[src/art_pkg.sv]
// ----------------------------------------------------------------------------
// art_pkg
// Types, constants and helper functions shared by the route table files.
// ----------------------------------------------------------------------------
`default_nettype none

package art_pkg;

    localparam int TABLE_DEPTH  = 32;
    localparam int MAX_RESULTS  = 32;
    localparam int RES_W        = 6;
    localparam logic [4:0] BAD_DISTANCE = 5'd31;

    typedef enum logic [1:0] {
        OP_TOUCH  = 2'd0,
        OP_LOOKUP = 2'd1,
        OP_PRUNE  = 2'd2,
        OP_NONE   = 2'd3
    } opcode_t;

    typedef enum logic [1:0] {
        KIND_INSERT  = 2'd0,
        KIND_LOOKUP  = 2'd1,
        KIND_DELETED = 2'd2,
        KIND_FULL    = 2'd3
    } kind_t;

    typedef enum logic [1:0] {
        ST_DIRECT  = 2'd0,
        ST_GOOD    = 2'd1,
        ST_SUSPECT = 2'd2,
        ST_BAD     = 2'd3
    } status_t;

    typedef struct packed {
        logic [15:0] first_net;
        logic [15:0] last_net;
        logic [15:0] hop_network;
        logic [7:0]  hop_node;
        logic [3:0]  port;
        logic [4:0]  distance;
        status_t     status;
    } route_t;

    typedef struct packed {
        logic [1:0]  opcode;
        logic [15:0] first_net;
        logic [15:0] last_net;
        logic [15:0] hop_network;
        logic [7:0]  hop_node;
        logic [3:0]  port;
        logic [4:0]  distance;
        logic [15:0] lookup_network;
    } request_t;

    typedef struct packed {
        logic [1:0]  result_kind;
        logic        found;
        logic [15:0] out_range_start;
        logic [15:0] out_range_end;
        logic [15:0] out_hop_network;
        logic [7:0]  out_hop_node;
        logic [3:0]  out_port;
        logic [4:0]  out_distance;
        logic        last;
    } result_t;

    typedef enum logic [4:0] {
        S_IDLE,
        S_T_RD, S_T_EX, S_T_CHK,
        S_I_RD, S_I_EX,
        S_L_RD, S_L_EX,
        S_P_RD, S_P_EX,
        S_B_RD, S_B_EX,
        S_G_RD, S_G_EX,
        S_C_RD, S_C_EX
    } state_t;

    function automatic logic same_but_distance(input route_t a, input route_t b);
        return a.first_net == b.first_net && a.last_net == b.last_net &&
               a.hop_network == b.hop_network && a.hop_node == b.hop_node &&
               a.port == b.port;
    endfunction

    function automatic logic covers(input route_t a, input logic [15:0] net);
        return net >= a.first_net && net <= a.last_net;
    endfunction

    function automatic result_t make_result(input kind_t kind, input logic fnd,
                                            input route_t r, input logic lst);
        result_t o;
        o.result_kind     = kind;
        o.found           = fnd;
        o.out_range_start = r.first_net;
        o.out_range_end   = r.last_net;
        o.out_hop_network = r.hop_network;
        o.out_hop_node    = r.hop_node;
        o.out_port        = r.port;
        o.out_distance    = r.distance;
        o.last            = lst;
        return o;
    endfunction

endpackage

`default_nettype wire

[src/art_ram.sv]
// ----------------------------------------------------------------------------
// art_ram
// Route store: one write port, one read port, registered read data.
// ----------------------------------------------------------------------------
`default_nettype none

module art_ram #(
    parameter int DEPTH = art_pkg::TABLE_DEPTH
) (
    input  wire logic                       clk,
    input  wire logic                       we,
    input  wire logic [$clog2(DEPTH)-1:0]   waddr,
    input  wire art_pkg::route_t            wdata,
    input  wire logic [$clog2(DEPTH)-1:0]   raddr,
    output art_pkg::route_t                 rdata
);

    art_pkg::route_t mem [DEPTH];

    always_ff @(posedge clk)
    begin
        if (we)
        begin
            mem[waddr] <= wdata;
        end
        rdata <= mem[raddr];
    end

endmodule

`default_nettype wire
[config.mk]
export PLATFORM = sky130hd
export DESIGN_NAME = art_ram
export DESIGN_NICKNAME = d
export VERILOG_FILES = /design/src/art_pkg.sv /design/src/art_ram.sv
export SDC_FILE = /design/constraint.sdc
export NUM_CORES = 2
export LEC_CHECK = 0
export ABC_AREA = 1
export BUFFER_PORTS_ARGS = -buffer_cell sky130_fd_sc_hd__buf_4
export CAP_MARGIN = 20
export CELL_PAD_IN_SITES_DETAIL_PLACEMENT = 0
export CELL_PAD_IN_SITES_GLOBAL_PLACEMENT = 1
export CORE_ASPECT_RATIO = 1.2
export CORE_MARGIN = 1
export CORE_UTILIZATION = 35
export CTS_BUF_LIST = sky130_fd_sc_hd__clkbuf_8
export DETAILED_ROUTE_END_ITERATION = 7
export PLACE_DENSITY = 0.67
export SYNTH_ARGS = -nofsm -noshare
export SYNTH_HDL_FRONTEND = slang
export SYNTH_SLANG_ARGS = --single-unit
[constraint.sdc]
create_clock -name clk -period 5.14 [get_ports clk]
set_input_delay 1.028 -clock clk [delete_from_list [all_inputs] [get_ports clk]]
set_output_delay 1.028 -clock clk [all_outputs]
set_load 0.05 [all_outputs]
==> qor.yml <==
detailed_routing:
  initialDrtViolationCount: 5439
  dr.pass1.iters: 7
  vias: 56480
  drc: 0
  wl_um: 260000
  avgRoutedWirePerCell_um: 24.1
  ant_nets: 0
  via_per_inst: 5.24
synthesis:
  syn_nets: 7162
  synthCells: 7083
  netlist_area_um2: 86900
  synth-seq-cells: 2211
  yosysWarnings: 0
  yosysUniqueCellTypes: 12
  synth-seq-area-share_pct: 75.6
  syn_area_per_cell_um2: 12.3
layout:
  final_util_pct: 39.9
  finalNetCount: 7351
  layout-drive-gt1-share_pct: 10.1
  fillCellCount: 23217
  fin_cells: 10787
  areaGrowthSynthToFinish_pct: 13.4
placed_design:
  dp.cells: 10131
  numPortBuffers: 145
  gp_congestion: 0.764
  dpl.hpwl_um: 121000
clock_tree:
  cts_resized: 0
  clk_path_buf_depth: 4
  post_cts_buffers: 0
  cts_tree: "built"
  cts_hold_buf: 0
  cts.sinks: 2211
  clk_latency_ns: 1.05
  cts_buffers: 371
  root_buffer: "clkbuf_8"
  cts_max_level: 5
  path_clk_slew_ns: 0.06
grt:
  grt_max_degree: 173
  use_met3_pct: 4.41
  met1_usage_pct: 27.4
  grt_first_pass_wirelength_um: 380000
  track_usage_pct: 20.5
  met2_usage_pct: 33.3
  grt_pass1_vias: 55472
  overflow: 0
  antenna_found_initial: 27
  top_usage_layer: "met2"
sta:
  clock-skew-final_ns: 0.0635
  rsz0062_at_grt: "false"
  tns_ns: 0
  fin_crit_ns: 2.93
  finalCritPeriodShare_pct: 57.1
  relSlewSlack_pct: 22.9
  worst_slew_pin_slew_ns: 1.16
  hold_violations: 0
  max_freq_mhz: 341
  slew_violations: 0
  setup_viol: 0
power:
  p_leak_uw: 0.0352
  power.density_nw_per_um2: 374
  p_sw_uw: 8890
  clkPwrFrac_pct: 38.7
  p_total_uw: 36900
  p_int_uw: 28000
  pwr-share-seq_pct: 54.6
  combPwrFrac_pct: 6.7
  vdd_drop_max_uv: 285
  p_sw_share_pct: 24.1
job:
  max-cap-violations: 0
setup_path:
  path_class: "reg2out"
  worstReg2RegStart: "mem[31][0]"
  worstPathMaxFanout: 1
  reg2reg_to: "rdata[0]"
  ff2ff_path_depth: 8
  cp_top_family: "flip-flops"
  worst_ep_arrival_time_ns: 1.91
  rrSetupSlack_ns: 3.83
  end_kind: "output pin"
  start_kind: "register"
  cp.required_ns: 4.11
  slowest_stage: "dfxtp_1"
  crit_chain: "buf_4"
  critPathBufInv: 1
  slowest_delay_ns: 0.55
floorplanning:
  start_util_pct: 35.2
  rows: 200
  fp.dieArea_um2: 250000
  die_y_um: 548
  boundaryPins: 146
  die_x_um: 457
  coreArea_um2: 247000
outcome:
  status: "finished, final reports clean"
min_path:
  hold_depth: 1
  min_path_type: "in2reg"
  min_from: "wdata[33]"
  holdPathEnd: "mem[2][33]"
-- worst max-delay path by stage --
stage | cells past startpoint | slack (ns) | end | start
2_1_floorplan | 3 | 0.52 | mem[0][0] | waddr[0]
3_3_place_gp | 5 | 1.45 | mem[13][35] | waddr[1]
3_5_place_dp | 5 | 1.43 | mem[13][32] | waddr[1]
4_1_cts | 1 | 2.05 | rdata[28] | rdata[28]
5_1_grt | 1 | 2.14 | rdata[28] | rdata[28]
6_report | 1 | 2.21 | rdata[28] | rdata[28]
-- sequential cells by signal, summed over array words and instances, names as in the netlist --
signal	flops
mem	2144
rdata	67
-- synth_stat cells --
library cell / n / area share [%]
nor2_1: 32 / 0.14
inv_1: 6 / 0.026
buf_4: 41 / 0.35
buf_6: 3 / 0.039
nand3_1: 1884 / 11
dfxtp_1: 67 / 1.5
edfxtp_1: 2144 / 74
buf_2: 267 / 1.5
clkbuf_1: 103 / 0.45
nand2_1: 2487 / 11
buf_1: 45 / 0.19
inv_2: 4 / 0.017
-- cell usage in the layout (no fill, tap or decap) --
cell | Yosys | routed
nand2_1 | 2487 | 2487
edfxtp_1 | 2144 | 2144
nand3_1 | 1884 | 1884
clkbuf_8 | 0 | 395
buf_4 | 41 | 205
inv_1 | 6 | 131
clkinv_1 | 0 | 69
dfxtp_1 | 67 | 67
buf_12 | 0 | 65
clkinv_2 | 0 | 41
nor2_4 | 0 | 32
diode_2 | 0 | 13
bufinv_16 | 0 | 6
inv_8 | 0 | 4
inv_6 | 0 | 4
clkinvlp_4 | 0 | 4
buf_8 | 0 | 3
buf_6 | 3 | 1
-- layout make-up --
| cell class | count | area, um^2 | area share, % |
|---|---|---|---|
| sequential | 2211 | 65700 | 66.7 |
| multi-input combinational | 4403 | 19100 | 19.4 |
| clock buffer | 394 | 5420 | 5.51 |
| tap | 3232 | 4040 | 4.11 |
| timing repair buffer | 275 | 2910 | 2.95 |
| clock inverter | 249 | 1170 | 1.19 |
| inverter | 10 | 72.6 | 0.0737 |
| antenna | 13 | 32.5 | 0.0330 |
-- cells by family after synthesis --
family | Yosys count | synth area share [%]
flip-flops | 2211 | 75.6
AND/OR/NAND/NOR | 4403 | 21.7
buffers and inverters | 469 | 2.61
-- stage by stage --
step                setup WS [ns]  hold slack, ns  area [um^2]
floorplan                   0.518           0.640        86900
global placement             1.45           0.684        91900
detailed placement           1.43           0.689        91900
CTS                          2.05           0.243        98500
global route                 2.14           0.299        98500
finish                       2.21           0.357        98500
-- power groups by stage --
stage | clock, uW | combinational (uW) | sequential [uW]
floorplan | 0 | 1220 | 20700
global placement | 0 | 2460 | 20500
detailed placement | 0 | 2480 | 20500
CTS | 14600 | 2480 | 20100
global route | 15300 | 2680 | 20200
finish | 14300 | 2460 | 20100
-- metal layers --
| layer | vias to the layer above | wire length (um) | share of wire [%] |
|---|---|---|---|
| li1 | 25561 | - | - |
| met1 | 28427 | 111000 | 43 |
| met2 | 2056 | 124000 | 48 |
| met3 | 412 | 19500 | 7.5 |
| met4 | 24 | 6110 | 2.3 |
| met5 | - | 164 | 0.063 |
(Power assumes the default switching activity.)
